--- config.mk ---
export PLATFORM = sky130hd
export DESIGN_NAME = link_flap_and_outage_monitor_unit
export DESIGN_NICKNAME = d
export VERILOG_FILES = /design/src/lfom_pkg.sv /design/src/link_flap_and_outage_monitor_unit.sv
export VERILOG_INCLUDE_DIRS = /design/src /design/src/src
export SDC_FILE = /design/constraint.sdc
export NUM_CORES = 2
export LEC_CHECK = 0
export BUFFER_PORTS_ARGS = -buffer_cell sky130_fd_sc_hd__buf_2
export CORE_ASPECT_RATIO = 2
export CORE_UTILIZATION = 50
export DETAILED_ROUTE_END_ITERATION = 8
export GPL_TIMING_DRIVEN = 0
export HOLD_SLACK_MARGIN = 0.02
export PLACE_DENSITY_LB_ADDON = 0.1
export SYNTH_ARGS = -nofsm -noshare
export SYNTH_HDL_FRONTEND = slang
export SYNTH_SLANG_ARGS = --single-unit
--- constraint.sdc ---
create_clock -name aclk -period 8.9 [get_ports aclk]
set_input_delay 1.78 -clock aclk [delete_from_list [all_inputs] [get_ports aclk]]
set_output_delay 1.78 -clock aclk [all_outputs]
set_load 0.01 [all_outputs]
--- src/link_flap_and_outage_monitor_unit_macros.svh ---
// Assertion macros for the link flap and outage monitor.
// Used by link_flap_and_outage_monitor_unit; expects aclk and aresetn in scope.
`ifndef LINK_FLAP_AND_OUTAGE_MONITOR_UNIT_MACROS_SVH
`define LINK_FLAP_AND_OUTAGE_MONITOR_UNIT_MACROS_SVH

// Consequent must hold in the same cycle as the antecedent.
`define LFOM_ASSERT_SAME(lbl, ante, cons, msg) \
    lbl: assert property (@(posedge aclk) disable iff (!aresetn) (ante) |-> (cons)) \
        else $error(msg);

// Consequent must hold in the cycle after the antecedent.
`define LFOM_ASSERT_NEXT(lbl, ante, cons, msg) \
    lbl: assert property (@(posedge aclk) disable iff (!aresetn) (ante) |=> (cons)) \
        else $error(msg);

`endif

--- src/lfom_pkg.sv ---
// Shared types and constants for the link flap and outage monitor.
// No dependencies; used by link_flap_and_outage_monitor_unit.
package lfom_pkg;

    localparam int unsigned ADDR_W          = 32;
    localparam int unsigned TIME_BITS       = 48;
    localparam int unsigned SLOT_W          = 4;
    localparam int unsigned WIN_MIN_W       = 11;
    localparam int unsigned LIMIT_W         = 8;
    localparam int unsigned COUNT_W         = 9;
    localparam int unsigned MS_W            = 27;
    localparam int unsigned CFG_DATA_W      = 11;
    localparam int unsigned CFG_IDX_W       = 2;
    localparam int unsigned TABLE_DEPTH_DEF = 16;

    localparam int unsigned MS_PER_MINUTE   = 60000;
    localparam int unsigned DEF_WINDOW_MIN  = 10;
    localparam int unsigned DEF_LIMIT       = 5;
    localparam int unsigned DEF_OUTAGE_MIN  = 5;
    localparam int unsigned RST_WINDOW_MIN  = 10;
    localparam int unsigned RST_MAX_CHANGES = 5;
    localparam int unsigned RST_OUTAGE_MIN  = 1;

    typedef enum logic [CFG_IDX_W-1:0] {
        CFG_WINDOW_MINUTES = 2'd0,
        CFG_MAX_CHANGES    = 2'd1,
        CFG_OUTAGE_MINUTES = 2'd2
    } cfg_reg_t;

    typedef enum logic [3:0] {
        ST_IDLE,
        ST_SEARCH,
        ST_APPEND,
        ST_READ,
        ST_LOAD,
        ST_WIN_SUB,
        ST_WIN_CMP,
        ST_FLAP,
        ST_OUT_CMP,
        ST_WRITE,
        ST_RESULT
    } lfom_state_t;

    typedef struct packed {
        logic [ADDR_W-1:0]    device_address;
        logic                 is_disconnected;
        logic [TIME_BITS-1:0] now_ms;
    } lfom_in_t;

    typedef struct packed {
        logic [SLOT_W-1:0] entry_slot;
        logic              new_entry;
        logic              dropped;
        logic              flap_alarm;
        logic              outage_alarm;
    } lfom_out_t;

endpackage

--- src/link_flap_and_outage_monitor_unit.sv ---
// Link flap and outage monitor: per-device status change and outage tracking.
// Depends on lfom_pkg and link_flap_and_outage_monitor_unit_macros.svh.
//
//   Channel   Ports                          Moves
//   --------  -----------------------------  -------------------------------------
//   report    s_valid, s_ready, s_data       one status request from a device
//   result    m_valid, m_ready, m_data       slot, new-entry, drop and alarm flags
//   config    cfg_wr_en, cfg_index, cfg_wdata  register writes, no read-back
//
// One request is handled at a time. A request with a zero address is answered
// in the cycle after acceptance. Otherwise the table is searched one slot per
// cycle; a new device that finds the table full is then answered as dropped,
// else seven further steps follow, the arithmetic ones sharing a single
// subtract-and-borrow unit. Reset is synchronous and active low; it clears the
// fill count and the sequencer and loads the configuration registers with their
// reset values. Per-slot state needs no clearing because a slot is initialised
// when it is appended. A stalled result holds the block.
`include "link_flap_and_outage_monitor_unit_macros.svh"

module link_flap_and_outage_monitor_unit #(
    parameter int unsigned TABLE_DEPTH = lfom_pkg::TABLE_DEPTH_DEF
) (
    input  logic                            aclk,
    input  logic                            aresetn,

    input  logic                            s_valid,
    output logic                            s_ready,
    input  lfom_pkg::lfom_in_t              s_data,

    output logic                            m_valid,
    input  logic                            m_ready,
    output lfom_pkg::lfom_out_t             m_data,

    input  logic                            cfg_wr_en,
    input  logic [lfom_pkg::CFG_IDX_W-1:0]  cfg_index,
    input  logic [lfom_pkg::CFG_DATA_W-1:0] cfg_wdata
);

    localparam int unsigned IDX_W      = (TABLE_DEPTH > 1) ? $clog2(TABLE_DEPTH) : 1;
    localparam int unsigned USED_W     = IDX_W + 1;
    localparam int unsigned TIME_W     = lfom_pkg::TIME_BITS;
    localparam int unsigned ADDR_W     = lfom_pkg::ADDR_W;
    localparam int unsigned COUNT_W    = lfom_pkg::COUNT_W;
    localparam int unsigned LIMIT_W    = lfom_pkg::LIMIT_W;
    localparam int unsigned WIN_MIN_W  = lfom_pkg::WIN_MIN_W;
    localparam int unsigned MS_W       = lfom_pkg::MS_W;
    localparam int unsigned SLOT_W     = lfom_pkg::SLOT_W;
    localparam int unsigned SLOT_EXT_W = IDX_W + SLOT_W;

    // ------------------------------------------------------------------
    // Configuration registers.
    // ------------------------------------------------------------------
    logic [WIN_MIN_W-1:0] window_minutes_reg;
    logic [LIMIT_W-1:0]   max_changes_reg;
    logic [WIN_MIN_W-1:0] outage_minutes_reg;

    always_ff @(posedge aclk) begin
        if (!aresetn) begin
            window_minutes_reg <= WIN_MIN_W'(lfom_pkg::RST_WINDOW_MIN);
            max_changes_reg    <= LIMIT_W'(lfom_pkg::RST_MAX_CHANGES);
            outage_minutes_reg <= WIN_MIN_W'(lfom_pkg::RST_OUTAGE_MIN);
        end else if (cfg_wr_en) begin
            unique case (cfg_index)
                lfom_pkg::CFG_WINDOW_MINUTES: begin
                    window_minutes_reg <= cfg_wdata[WIN_MIN_W-1:0];
                end
                lfom_pkg::CFG_MAX_CHANGES: begin
                    max_changes_reg <= cfg_wdata[LIMIT_W-1:0];
                end
                lfom_pkg::CFG_OUTAGE_MINUTES: begin
                    outage_minutes_reg <= cfg_wdata[WIN_MIN_W-1:0];
                end
                default: begin
                    // Unknown register indexes are ignored.
                end
            endcase
        end
    end

    // Effective settings: a zero window or zero limit falls back to both
    // defaults together, and a zero outage timeout falls back to its default.
    logic                 win_defaults;
    logic [WIN_MIN_W-1:0] win_min_eff;
    logic [LIMIT_W-1:0]   limit_eff;
    logic [WIN_MIN_W-1:0] outage_min_eff;

    assign win_defaults   = (window_minutes_reg == '0) || (max_changes_reg == '0);
    assign win_min_eff    = win_defaults ? WIN_MIN_W'(lfom_pkg::DEF_WINDOW_MIN)
                                         : window_minutes_reg;
    assign limit_eff      = win_defaults ? LIMIT_W'(lfom_pkg::DEF_LIMIT) : max_changes_reg;
    assign outage_min_eff = (outage_minutes_reg == '0) ?
                            WIN_MIN_W'(lfom_pkg::DEF_OUTAGE_MIN) : outage_minutes_reg;

    // ------------------------------------------------------------------
    // Sequencer and working registers.
    // ------------------------------------------------------------------
    lfom_pkg::lfom_state_t state_reg, state_next;
    logic [USED_W-1:0]     used_reg, used_next;

    logic [ADDR_W-1:0]     addr_reg, addr_next;
    logic                  disc_reg, disc_next;
    logic [TIME_W-1:0]     now_reg, now_next;
    logic [USED_W-1:0]     rd_idx_reg, rd_idx_next;
    logic                  pend_reg, pend_next;
    logic [IDX_W-1:0]      pend_idx_reg, pend_idx_next;
    logic [IDX_W-1:0]      slot_reg, slot_next;
    logic                  fresh_reg, fresh_next;
    logic [MS_W-1:0]       win_ms_reg, win_ms_next;
    logic [LIMIT_W-1:0]    lim_reg, lim_next;
    logic [MS_W-1:0]       tmo_ms_reg, tmo_ms_next;
    logic [COUNT_W-1:0]    cnt_reg, cnt_next;
    logic [TIME_W-1:0]     ws_reg, ws_next;
    logic                  last_disc_reg, last_disc_next;
    logic [TIME_W-1:0]     os_reg, os_next;
    logic                  timing_reg, timing_next;
    logic [TIME_W-1:0]     elapsed_reg, elapsed_next;
    logic                  flap_reg, flap_next;
    logic                  outage_reg, outage_next;
    lfom_pkg::lfom_out_t   res_reg, res_next;

    // ------------------------------------------------------------------
    // Memories: the address table and the per-slot tracking state. Every
    // slot below the fill count has been written, so nothing else is read.
    // ------------------------------------------------------------------
    logic [ADDR_W-1:0]  tab_mem       [TABLE_DEPTH];
    logic [COUNT_W-1:0] cnt_mem       [TABLE_DEPTH];
    logic [TIME_W-1:0]  ws_mem        [TABLE_DEPTH];
    logic               last_disc_mem [TABLE_DEPTH];
    logic [TIME_W-1:0]  os_mem        [TABLE_DEPTH];
    logic               timing_mem    [TABLE_DEPTH];

    logic [ADDR_W-1:0]  tab_rd_reg;
    logic [COUNT_W-1:0] cnt_rd_reg;
    logic [TIME_W-1:0]  ws_rd_reg;
    logic               last_disc_rd_reg;
    logic [TIME_W-1:0]  os_rd_reg;
    logic               timing_rd_reg;

    logic tab_rd_en;
    logic tab_wr_en;
    logic ent_rd_en;
    logic ent_wr_en;

    always_ff @(posedge aclk) begin
        if (tab_wr_en) begin
            tab_mem[slot_reg] <= addr_reg;
        end
        if (tab_rd_en) begin
            tab_rd_reg <= tab_mem[rd_idx_reg[IDX_W-1:0]];
        end
    end

    always_ff @(posedge aclk) begin
        if (ent_wr_en) begin
            cnt_mem[slot_reg]       <= cnt_reg;
            ws_mem[slot_reg]        <= ws_reg;
            last_disc_mem[slot_reg] <= last_disc_reg;
            os_mem[slot_reg]        <= os_reg;
            timing_mem[slot_reg]    <= timing_reg;
        end
        if (ent_rd_en) begin
            cnt_rd_reg       <= cnt_mem[slot_reg];
            ws_rd_reg        <= ws_mem[slot_reg];
            last_disc_rd_reg <= last_disc_mem[slot_reg];
            os_rd_reg        <= os_mem[slot_reg];
            timing_rd_reg    <= timing_mem[slot_reg];
        end
    end

    // ------------------------------------------------------------------
    // Shared arithmetic unit: a modular subtract whose borrow also serves
    // as the "greater than" compare (b > a exactly when a - b borrows).
    // ------------------------------------------------------------------
    logic [TIME_W-1:0] alu_a;
    logic [TIME_W-1:0] alu_b;
    logic [TIME_W:0]   alu_res;
    logic [TIME_W-1:0] alu_diff;
    logic              alu_borrow;

    assign alu_res    = {1'b0, alu_a} - {1'b0, alu_b};
    assign alu_diff   = alu_res[TIME_W-1:0];
    assign alu_borrow = alu_res[TIME_W];

    // Search helpers.
    logic search_hit;
    logic search_more;
    logic table_full;
    logic flap_hit;
    logic s_accept;

    assign search_hit  = pend_reg && (tab_rd_reg == addr_reg);
    assign search_more = rd_idx_reg < used_reg;
    assign table_full  = used_reg == USED_W'(TABLE_DEPTH);
    assign flap_hit    = cnt_reg > COUNT_W'(lim_reg);
    assign s_accept    = s_valid && s_ready;

    // The reported slot is the low bits of the slot index.
    function automatic logic [SLOT_W-1:0] slot_ext_w(input logic [IDX_W-1:0] idx);
        logic [SLOT_EXT_W-1:0] wide;
        wide = SLOT_EXT_W'(idx);
        return wide[SLOT_W-1:0];
    endfunction

    // ------------------------------------------------------------------
    // Next state.
    // ------------------------------------------------------------------
    always_comb begin
        state_next = state_reg;
        unique case (state_reg)
            lfom_pkg::ST_IDLE: begin
                if (s_valid) begin
                    if (s_data.device_address == '0) begin
                        state_next = lfom_pkg::ST_RESULT;
                    end else begin
                        state_next = lfom_pkg::ST_SEARCH;
                    end
                end
            end
            lfom_pkg::ST_SEARCH: begin
                priority if (search_hit) begin
                    state_next = lfom_pkg::ST_READ;
                end else if (search_more) begin
                    state_next = lfom_pkg::ST_SEARCH;
                end else if (table_full) begin
                    state_next = lfom_pkg::ST_RESULT;
                end else begin
                    state_next = lfom_pkg::ST_APPEND;
                end
            end
            lfom_pkg::ST_APPEND:  state_next = lfom_pkg::ST_LOAD;
            lfom_pkg::ST_READ:    state_next = lfom_pkg::ST_LOAD;
            lfom_pkg::ST_LOAD:    state_next = lfom_pkg::ST_WIN_SUB;
            lfom_pkg::ST_WIN_SUB: state_next = lfom_pkg::ST_WIN_CMP;
            lfom_pkg::ST_WIN_CMP: state_next = lfom_pkg::ST_FLAP;
            lfom_pkg::ST_FLAP:    state_next = lfom_pkg::ST_OUT_CMP;
            lfom_pkg::ST_OUT_CMP: state_next = lfom_pkg::ST_WRITE;
            lfom_pkg::ST_WRITE:   state_next = lfom_pkg::ST_RESULT;
            lfom_pkg::ST_RESULT: begin
                if (m_ready) begin
                    state_next = lfom_pkg::ST_IDLE;
                end
            end
            default: state_next = lfom_pkg::ST_IDLE;
        endcase
    end

    // ------------------------------------------------------------------
    // Outputs and datapath.
    // ------------------------------------------------------------------
    always_comb begin
        s_ready        = 1'b0;
        m_valid        = 1'b0;
        tab_rd_en      = 1'b0;
        tab_wr_en      = 1'b0;
        ent_rd_en      = 1'b0;
        ent_wr_en      = 1'b0;
        alu_a          = now_reg;
        alu_b          = ws_reg;

        used_next      = used_reg;
        addr_next      = addr_reg;
        disc_next      = disc_reg;
        now_next       = now_reg;
        rd_idx_next    = rd_idx_reg;
        pend_next      = pend_reg;
        pend_idx_next  = pend_idx_reg;
        slot_next      = slot_reg;
        fresh_next     = fresh_reg;
        win_ms_next    = win_ms_reg;
        lim_next       = lim_reg;
        tmo_ms_next    = tmo_ms_reg;
        cnt_next       = cnt_reg;
        ws_next        = ws_reg;
        last_disc_next = last_disc_reg;
        os_next        = os_reg;
        timing_next    = timing_reg;
        elapsed_next   = elapsed_reg;
        flap_next      = flap_reg;
        outage_next    = outage_reg;
        res_next       = res_reg;

        unique case (state_reg)
            lfom_pkg::ST_IDLE: begin
                s_ready = 1'b1;
                if (s_accept) begin
                    addr_next   = s_data.device_address;
                    disc_next   = s_data.is_disconnected;
                    now_next    = s_data.now_ms;
                    rd_idx_next = '0;
                    pend_next   = 1'b0;
                    fresh_next  = 1'b0;
                    win_ms_next = MS_W'(win_min_eff) * MS_W'(lfom_pkg::MS_PER_MINUTE);
                    lim_next    = limit_eff;
                    res_next              = '0;
                    res_next.dropped      = s_data.device_address == '0;
                end
            end
            lfom_pkg::ST_SEARCH: begin
                priority if (search_hit) begin
                    slot_next = pend_idx_reg;
                end else if (search_more) begin
                    tab_rd_en     = 1'b1;
                    pend_next     = 1'b1;
                    pend_idx_next = rd_idx_reg[IDX_W-1:0];
                    rd_idx_next   = rd_idx_reg + 1'b1;
                end else if (table_full) begin
                    res_next         = '0;
                    res_next.dropped = 1'b1;
                end else begin
                    slot_next = used_reg[IDX_W-1:0];
                end
            end
            lfom_pkg::ST_APPEND: begin
                tab_wr_en  = 1'b1;
                used_next  = used_reg + 1'b1;
                fresh_next = 1'b1;
            end
            lfom_pkg::ST_READ: begin
                ent_rd_en = 1'b1;
            end
            lfom_pkg::ST_LOAD: begin
                // A fresh slot starts its window now, with no count and no outage
                // timing, and is taken to have been disconnected.
                if (fresh_reg) begin
                    cnt_next       = '0;
                    last_disc_next = 1'b1;
                    timing_next    = 1'b0;
                    ws_next        = now_reg;
                end else begin
                    cnt_next       = cnt_rd_reg;
                    last_disc_next = last_disc_rd_reg;
                    timing_next    = timing_rd_reg;
                    ws_next        = ws_rd_reg;
                end
                os_next     = os_rd_reg;
                flap_next   = 1'b0;
                outage_next = 1'b0;
                tmo_ms_next = MS_W'(outage_min_eff) * MS_W'(lfom_pkg::MS_PER_MINUTE);
            end
            lfom_pkg::ST_WIN_SUB: begin
                alu_a        = now_reg;
                alu_b        = ws_reg;
                elapsed_next = alu_diff;
            end
            lfom_pkg::ST_WIN_CMP: begin
                // Borrow set means elapsed exceeds the window.
                alu_a = TIME_W'(win_ms_reg);
                alu_b = elapsed_reg;
                if (last_disc_reg != disc_reg) begin
                    if (!alu_borrow) begin
                        cnt_next = cnt_reg + 1'b1;
                    end else begin
                        cnt_next = '0;
                        ws_next  = now_reg;
                    end
                    last_disc_next = disc_reg;
                end else if (alu_borrow) begin
                    cnt_next = '0;
                    ws_next  = now_reg;
                end
            end
            lfom_pkg::ST_FLAP: begin
                if (flap_hit) begin
                    flap_next = 1'b1;
                    cnt_next  = '0;
                end
                alu_a        = now_reg;
                alu_b        = os_reg;
                elapsed_next = alu_diff;
            end
            lfom_pkg::ST_OUT_CMP: begin
                alu_a = TIME_W'(tmo_ms_reg);
                alu_b = elapsed_reg;
                if (disc_reg) begin
                    if (!timing_reg) begin
                        os_next     = now_reg;
                        timing_next = 1'b1;
                    end else if (alu_borrow) begin
                        timing_next = 1'b0;
                        outage_next = 1'b1;
                    end
                end else begin
                    os_next     = now_reg;
                    timing_next = 1'b1;
                end
            end
            lfom_pkg::ST_WRITE: begin
                ent_wr_en             = 1'b1;
                res_next.entry_slot   = slot_ext_w(slot_reg);
                res_next.new_entry    = fresh_reg;
                res_next.dropped      = 1'b0;
                res_next.flap_alarm   = flap_reg;
                res_next.outage_alarm = outage_reg;
            end
            lfom_pkg::ST_RESULT: begin
                m_valid = 1'b1;
            end
            default: begin
            end
        endcase
    end

    assign m_data = res_reg;

    // ------------------------------------------------------------------
    // Registers.
    // ------------------------------------------------------------------
    always_ff @(posedge aclk) begin
        if (!aresetn) begin
            state_reg <= lfom_pkg::ST_IDLE;
            used_reg  <= '0;
        end else begin
            state_reg <= state_next;
            used_reg  <= used_next;
        end
    end

    always_ff @(posedge aclk) begin
        addr_reg      <= addr_next;
        disc_reg      <= disc_next;
        now_reg       <= now_next;
        rd_idx_reg    <= rd_idx_next;
        pend_reg      <= pend_next;
        pend_idx_reg  <= pend_idx_next;
        slot_reg      <= slot_next;
        fresh_reg     <= fresh_next;
        win_ms_reg    <= win_ms_next;
        lim_reg       <= lim_next;
        tmo_ms_reg    <= tmo_ms_next;
        cnt_reg       <= cnt_next;
        ws_reg        <= ws_next;
        last_disc_reg <= last_disc_next;
        os_reg        <= os_next;
        timing_reg    <= timing_next;
        elapsed_reg   <= elapsed_next;
        flap_reg      <= flap_next;
        outage_reg    <= outage_next;
        res_reg       <= res_next;
    end

    // ------------------------------------------------------------------
    // Assertions.
    // ------------------------------------------------------------------
    `LFOM_ASSERT_SAME(a_used_bound, 1'b1, used_reg <= USED_W'(TABLE_DEPTH),
        "fill count beyond table depth")
    `LFOM_ASSERT_SAME(a_drop_clean, m_valid && m_data.dropped,
        !m_data.new_entry && !m_data.flap_alarm && !m_data.outage_alarm,
        "dropped result carries flags")
    `LFOM_ASSERT_NEXT(a_append_grows, state_reg == lfom_pkg::ST_APPEND,
        used_reg == $past(used_reg) + 1'b1, "append did not grow the table")
    `LFOM_ASSERT_NEXT(a_flap_clears, state_reg == lfom_pkg::ST_FLAP && flap_hit,
        cnt_reg == '0 && flap_reg, "flap alarm did not clear the count")

endmodule

Word level (Yosys, flattened, before mapping)
Memory sizes are Yosys's and may differ from the RTL's. A register that Yosys moved wholly into a read port is not among the register bits.
Cells that the tools add are included.
Storage, ports and cells
  memories kept: 6
  bits in registers: 352
  output and inout port bits: 10
  word-level logic and storage cells: 177
  memory bits (writable): 2224
Memory list
  os_mem: depth 16, bits a word 48, rd ports 1, clocked after Yosys merged registers in 1, write ports 1, RTL line link_flap_and_outage_monitor_unit.sv:129  | logic [TIME_W-1:0] os_mem [TABLE_DEPTH];
  ws_mem: depth 16, bits a word 48, rd ports 1, clocked after Yosys merged registers in 1, write ports 1, RTL line link_flap_and_outage_monitor_unit.sv:127  | logic [TIME_W-1:0] ws_mem [TABLE_DEPTH];
  tab_mem: depth 16, bits a word 32, rd ports 1, clocked after Yosys merged registers in 1, write ports 1, RTL line link_flap_and_outage_monitor_unit.sv:125  | logic [ADDR_W-1:0] tab_mem [TABLE_DEPTH];
  cnt_mem: depth 16, bits a word 9, rd ports 1, clocked after Yosys merged registers in 1, write ports 1, RTL line link_flap_and_outage_monitor_unit.sv:126  | logic [COUNT_W-1:0] cnt_mem [TABLE_DEPTH];
  last_disc_mem: depth 16, bits a word 1, rd ports 1, clocked after Yosys merged registers in 1, write ports 1, RTL line link_flap_and_outage_monitor_unit.sv:128  | logic last_disc_mem [TABLE_DEPTH];
  timing_mem: depth 16, bits a word 1, rd ports 1, clocked after Yosys merged registers in 1, write ports 1, RTL line link_flap_and_outage_monitor_unit.sv:130  | logic timing_mem [TABLE_DEPTH];
Operators by class
  multiplexer cells: 66
  multipliers: 2
  $lt $le $gt $ge: 2
  equal/unequal tests: 32
  bitwise operators: 1
  reduce and logical (&&, ||, !) cells: 35
  add/sub/neg operators: 4
Operators with widths (number)
  $pmux 48 s2: 4
  $mux 48: 4
  $sub 48x48->49: 1
  $mux 9: 5
  $mul 11x11->22 const B: 2
  $pmux 4 s10: 1
  $mux 4: 9
  $eq 32x32->1: 1
  $logic_not 32->1: 1
  $mux 8: 4
  $ne 2x2->1 const B: 15
  $pmux 9 s3: 1
  $mux 1: 25
  $pmux 8 s3: 1
  $logic_not 11->1: 2
  $mux 11: 2
  $reduce_and 2->1: 10
  $eq 4x3->1 const B: 4
  $mux 5: 3
  $eq 4x4->1 const B: 3
  $pmux 1 s2: 6
  $add 5x1->5 const B: 2
  $pmux 5 s2: 1
  $reduce_bool 2->1: 5
  21 further kinds: 30

Longest topological paths before layout
  depth in word-level cells: 8
  gate-level depth with buffers: 23
  mapped depth without buffers: 23

Least setup slack after synthesis
No wires, ideal clock.
  path kind: flip-flop to flip-flop
  from: register state_reg[2]
  to: register ws_reg[0] (enable)
  slack: 1677 ps
  arrival time: 6753 ps
  data required time: 8430 ps
  period minus slack after synthesis: 7223 ps
  setup time: 470 ps
  cell stages (with the launch flop): 22
  buffers on the path: 3
  cell sequence: dfxtp_1 -> clkbuf_1 -> nand2_1 -> nor3_1 -> or2_2 -> clkbuf_1 -> a222oi_1 -> inv_1 -> ha_1 -> inv_1 -> fa_1 -> a211oi_1 -> nor2_1 -> o2bb2ai_4 -> o211ai_2 -> o31ai_4 -> o21ai_2 -> a21oi_2 -> o21ai_2 -> a221o_1 -> buf_6 -> a21oi_1
On the way
  cells in the longest elaborated chain, start to end: 6
  elaborated cells on any way between the ends: 11
  those cells by class: 1 x add/sub; 5 x eq/ne; 2 x mux; 3 x reduce/logical
Ends and longest elaborated chain
  start, declared: RTL line link_flap_and_outage_monitor_unit.sv:97  | lfom_pkg::lfom_state_t state_reg, state_next;
  start signal, assigned: RTL line link_flap_and_outage_monitor_unit.sv:410  | state_reg <= lfom_pkg::ST_IDLE;
  start signal, assigned: RTL line link_flap_and_outage_monitor_unit.sv:413  | state_reg <= state_next;
  $eq 4x4->1 / $eq 4x3->1 (equally long branches): RTL line link_flap_and_outage_monitor_unit.sv:282  | unique case (state_reg)
  $reduce_or 2->1 (no line)
  $pmux 48 s2: RTL line link_flap_and_outage_monitor_unit.sv:282
  $sub 48x48->49: RTL line link_flap_and_outage_monitor_unit.sv:180  | assign alu_res = {1'b0, alu_a} - {1'b0, alu_b};
  $ne 2x2->1 (no line)
  $reduce_and 2->1 (no line) (*)
  end signal, assigned: RTL line link_flap_and_outage_monitor_unit.sv:431  | ws_reg <= ws_next;
  end, declared: RTL line link_flap_and_outage_monitor_unit.sv:112  | logic [TIME_W-1:0] ws_reg, ws_next;
Every way passes the cells marked *; elsewhere a longest branch is shown, timed or not.
A chain may end at the register's enable or synchronous reset.

Final worst setup path
  from: register state_reg[1]
  to: register cnt_reg[8] (enable)
On the way
  cells in the longest elaborated chain, start to end: 6
  elaborated cells on any way between the ends: 12
  those cells by class: 1 x add/sub; 6 x eq/ne; 2 x mux; 3 x reduce/logical
Ends and longest elaborated chain
  $eq 4x4->1 / $eq 4x3->1 (equally long branches): RTL line link_flap_and_outage_monitor_unit.sv:282
  $reduce_or 2->1 (no line)
  $pmux 48 s2: RTL line link_flap_and_outage_monitor_unit.sv:282
  $sub 48x48->49: RTL line link_flap_and_outage_monitor_unit.sv:180
  $ne 3x3->1 (no line)
  $reduce_and 3->1 (no line) (*)
  end signal, assigned: RTL line link_flap_and_outage_monitor_unit.sv:430  | cnt_reg <= cnt_next;
  end, declared: RTL line link_flap_and_outage_monitor_unit.sv:111  | logic [COUNT_W-1:0] cnt_reg, cnt_next;
Marked as above.

==> run metrics <==
placed cells 8161; Worst Setup SP state_reg[1]$_SDFFE_PN0P_; CP endpoint kind flip-flop; Final Instance Count excl. Fillers 8591; Slew @ Worst Pin 1.47 ns; Worst-path clk slew 0.07 ns; max-slew violations 0; power density cells 237 nW/um2; H-tree levels 4; fin area 124000 um2; Largest regs os_mem: 768 flops, ws_mem: 768 flops, tab_mem: 512 flops; Final #Nets 5955; first-pass GRT wire length 424000 um; RSZ-0062 raised after global routing false; Lkg Pwr 40.3 nW; P_int 22.1 mW; layout cells sized above 1 0.254; period utilisation layout 0.969; Antenna Nets Post-Route 0; Post-DP Area 116000 um2; Slew headroom 0.0200; Max Cap Violations 0; pin count of the biggest net entering global routing 57; Critical Path AT 9.14 ns; full die area 221000 um2; syn nets 5483; Yosys cell types 71; # hold bufs at CTS 0; Ports 109; Avg Vias per Cell 6.28; vias in the first global route 56.2k; highest clock rate 116 MHz; GPL Wtd Cong 0.877; TritonCTS Buffers 234; die span in x 333 um; Root Buffer clkbuf_16; Seq/Total Area, Yosys 0.742; EDFF count, synth 2676; Worst Setup Start Kind flip-flop; Worst IR Drop VDD 0.186 mV; die span in y 663 um; Post-DP HPWL 210000 um; starting density of the core 0.503; Final Skew 0.0532 ns; Primary FF master, synth edfxtp_1; postcts setup bufs 0; Gate Count Post-Synth 5119; Area contributors post-synth edfxtp_1 73%, mux4_2 14%, ha_1 2.3%; # rows 242; HP Class flip-flop to flip-flop; area share of the largest cell type after synthesis 0.735; clock latency on the worst-skew pair 0.91 ns; post-layout min period 8.62 ns; clock sinks 2715; endpoints failing hold 0; Layout area overhead 13.6%; Remaining Overflow, GRT 0; Post-synth ARST share 0; CTS tree built; GRT Total Usage 0.276; total core area 217000 um2; CTS Buffer Depth 4; Syn Std Cell Area 109000 um2; clock power share 0.360; Port Buffers 107; Switch Pwr 7.34 mW; sw frac 0.249; end-of-flow core utilization 0.571; post_cts resized 0; status complete, no violations; Yosys Warn Count 0; drt first-iter violations 5510; Routed WL per cell 35.3 um; Yosys top cell by area edfxtp_1; DR vias 53.9k; hold path start window_minutes_reg[4]$_SDFFE_PN0P_; FF+latch count, synth 2715; Syn Area/Cell 21.4 um2; Total Routed Length 303000 um; setup_tns 0 ns; maximum fanout along the worst path 10; commonest cells in the netlist 2676 x edfxtp_1, 695 x mux4_2, 197 x ha_1, 184 x clkbuf_1, 148 x nand2_1; most common cell in the netlist edfxtp_1; Residual DRC 0; CP Class flip-flop to flip-flop; Initial DRT Pass Iterations 9; combinational power share 0.133; R2R Path Start state_reg[1]$_SDFFE_PN0P_; CP required 9.42 ns; setup violators final 0; Flop pwr share 0.507; initial antenna violation count 11
==> worst paths after layout <==
| kind | to | slack [ns] | depth (start not counted) |
|---|---|---|---|
| hold / removal | window_minutes_reg[4]$_SDFFE_PN0P_ | 0.49 | 2 |
| setup reg to reg | cnt_reg[8]$_DFFE_PP_ | 0.28 | 19 |
| setup / recovery | cnt_reg[8]$_DFFE_PP_ | 0.28 | 19 |
| hold reg to reg | window_minutes_reg[4]$_SDFFE_PN0P_ | 0.49 | 2 |
==> kinds of logic (layout without fill, tap and decap cells) <==
| kind of cell | after synthesis | in the layout | synth area share |
|---|---|---|---|
| AO/OA/AOI/OAI | 329 | 329 | 0.0221 |
| XOR/XNOR | 132 | 132 | 0.0106 |
| adder cells (fa/ha/maj) | 265 | 265 | 0.0350 |
| buffers and inverters | 374 | 1034 | 0.0129 |
| flip-flops | 2715 | 2715 | 0.742 |
| multiplexers | 816 | 816 | 0.155 |
| other | 0 | 6 | 0 |
| AND/OR/NAND/NOR | 488 | 488 | 0.0220 |
==> critical path, cell delays in order, from the launching register on <==
cell and delay (ns):
dfxtp_1 0.37, or2_2 0.31, clkbuf_1 0.20, nor2_1 0.81, clkbuf_1 1.09, clkbuf_1 0.88
a22oi_1 0.30, nand2_1 0.13, ha_1 0.28, o21a_1 0.22, o21ai_0 0.36, o2bb2ai_4 0.21
o211ai_2 0.27, o31ai_4 0.40, o21ai_2 0.19, a21oi_2 0.26, o21ai_2 0.16, a221o_1 0.52
buf_6 0.24, a221oi_2 0.97
==> power groups by stage <==
stage	combinational (mW)	sequential, mW	clock, mW
CTS	4.00	14.9	10.7
floorplan	2.62	15.0	0
detailed placement	3.98	15.2	0
global route	4.16	14.9	11.1
global placement	3.88	15.2	0
finish	3.93	14.9	10.6
==> area by class of cell <==
class / count / area [um2]
Fill cell: 16000 / 93200
Sequential cell: 2715 / 81100
Multi-Input combinational cell: 2030 / 27100
Clock buffer: 264 / 6010
Tap cell: 2806 / 3510
Timing Repair Buffer: 236 / 3250
Clock inverter: 160 / 1750
Buffer: 231 / 893
Inverter: 143 / 537
Antenna cell: 6 / 15.0
==> through the flow <==
| step | total power, mW | hold WS (ns) | worst slack, ns |
|---|---|---|---|
| after global placement | 19.1 | 0.477 | -7.04 |
| after CTS | 29.6 | 0.496 | 0.404 |
| after global routing | 30.2 | 0.524 | 0.153 |
| final | 29.4 | 0.494 | 0.279 |
| after floorplan | 17.6 | 0.452 | 1.68 |
| after detailed placement | 19.2 | 0.486 | 0.402 |
==> metal layers <==
layer	wire (um)	share of wire	global-route usage	up-vias
li1	-	-	-	22100
met1	105000	0.35	0.319	29200
met2	168000	0.55	0.516	2061
met3	15600	0.052	0.0303	538
met4	14100	0.047	0.116	4
met5	18	0.000059	0	-
==> layout by cell type (no fill, tap or decap), types with 15 or more instances in the layout <==
| master | n |
|---|---|
| nand2b_1 | 25 |
| a22oi_1 | 23 |
| nand3_1 | 26 |
| clkinv_1 | 43 |
| buf_1 | 42 |
| nor2b_1 | 29 |
| ha_1 | 197 |
| nor4_1 | 18 |
| clkbuf_16 | 236 |
| inv_1 | 145 |
| nand2_1 | 147 |
| and2_1 | 52 |
| buf_12 | 105 |
| a222oi_1 | 48 |
| edfxtp_1 | 2676 |
| o21ai_0 | 36 |
| mux2_2 | 100 |
| buf_16 | 21 |
| dfxtp_1 | 39 |
| nand4_1 | 26 |
| a21o_1 | 37 |
| clkinvlp_4 | 18 |
| xor2_1 | 35 |
| a21oi_1 | 80 |
| bufinv_16 | 34 |
| fa_1 | 68 |
| xnor2_1 | 97 |
| nor2_1 | 70 |
| mux4_2 | 695 |
| nor2_4 | 34 |
| buf_2 | 110 |
| o21bai_1 | 15 |
| clkbuf_1 | 201 |
| clkinv_2 | 44 |
| mux2i_1 | 21 |
(Power assumes the default switching activity.)
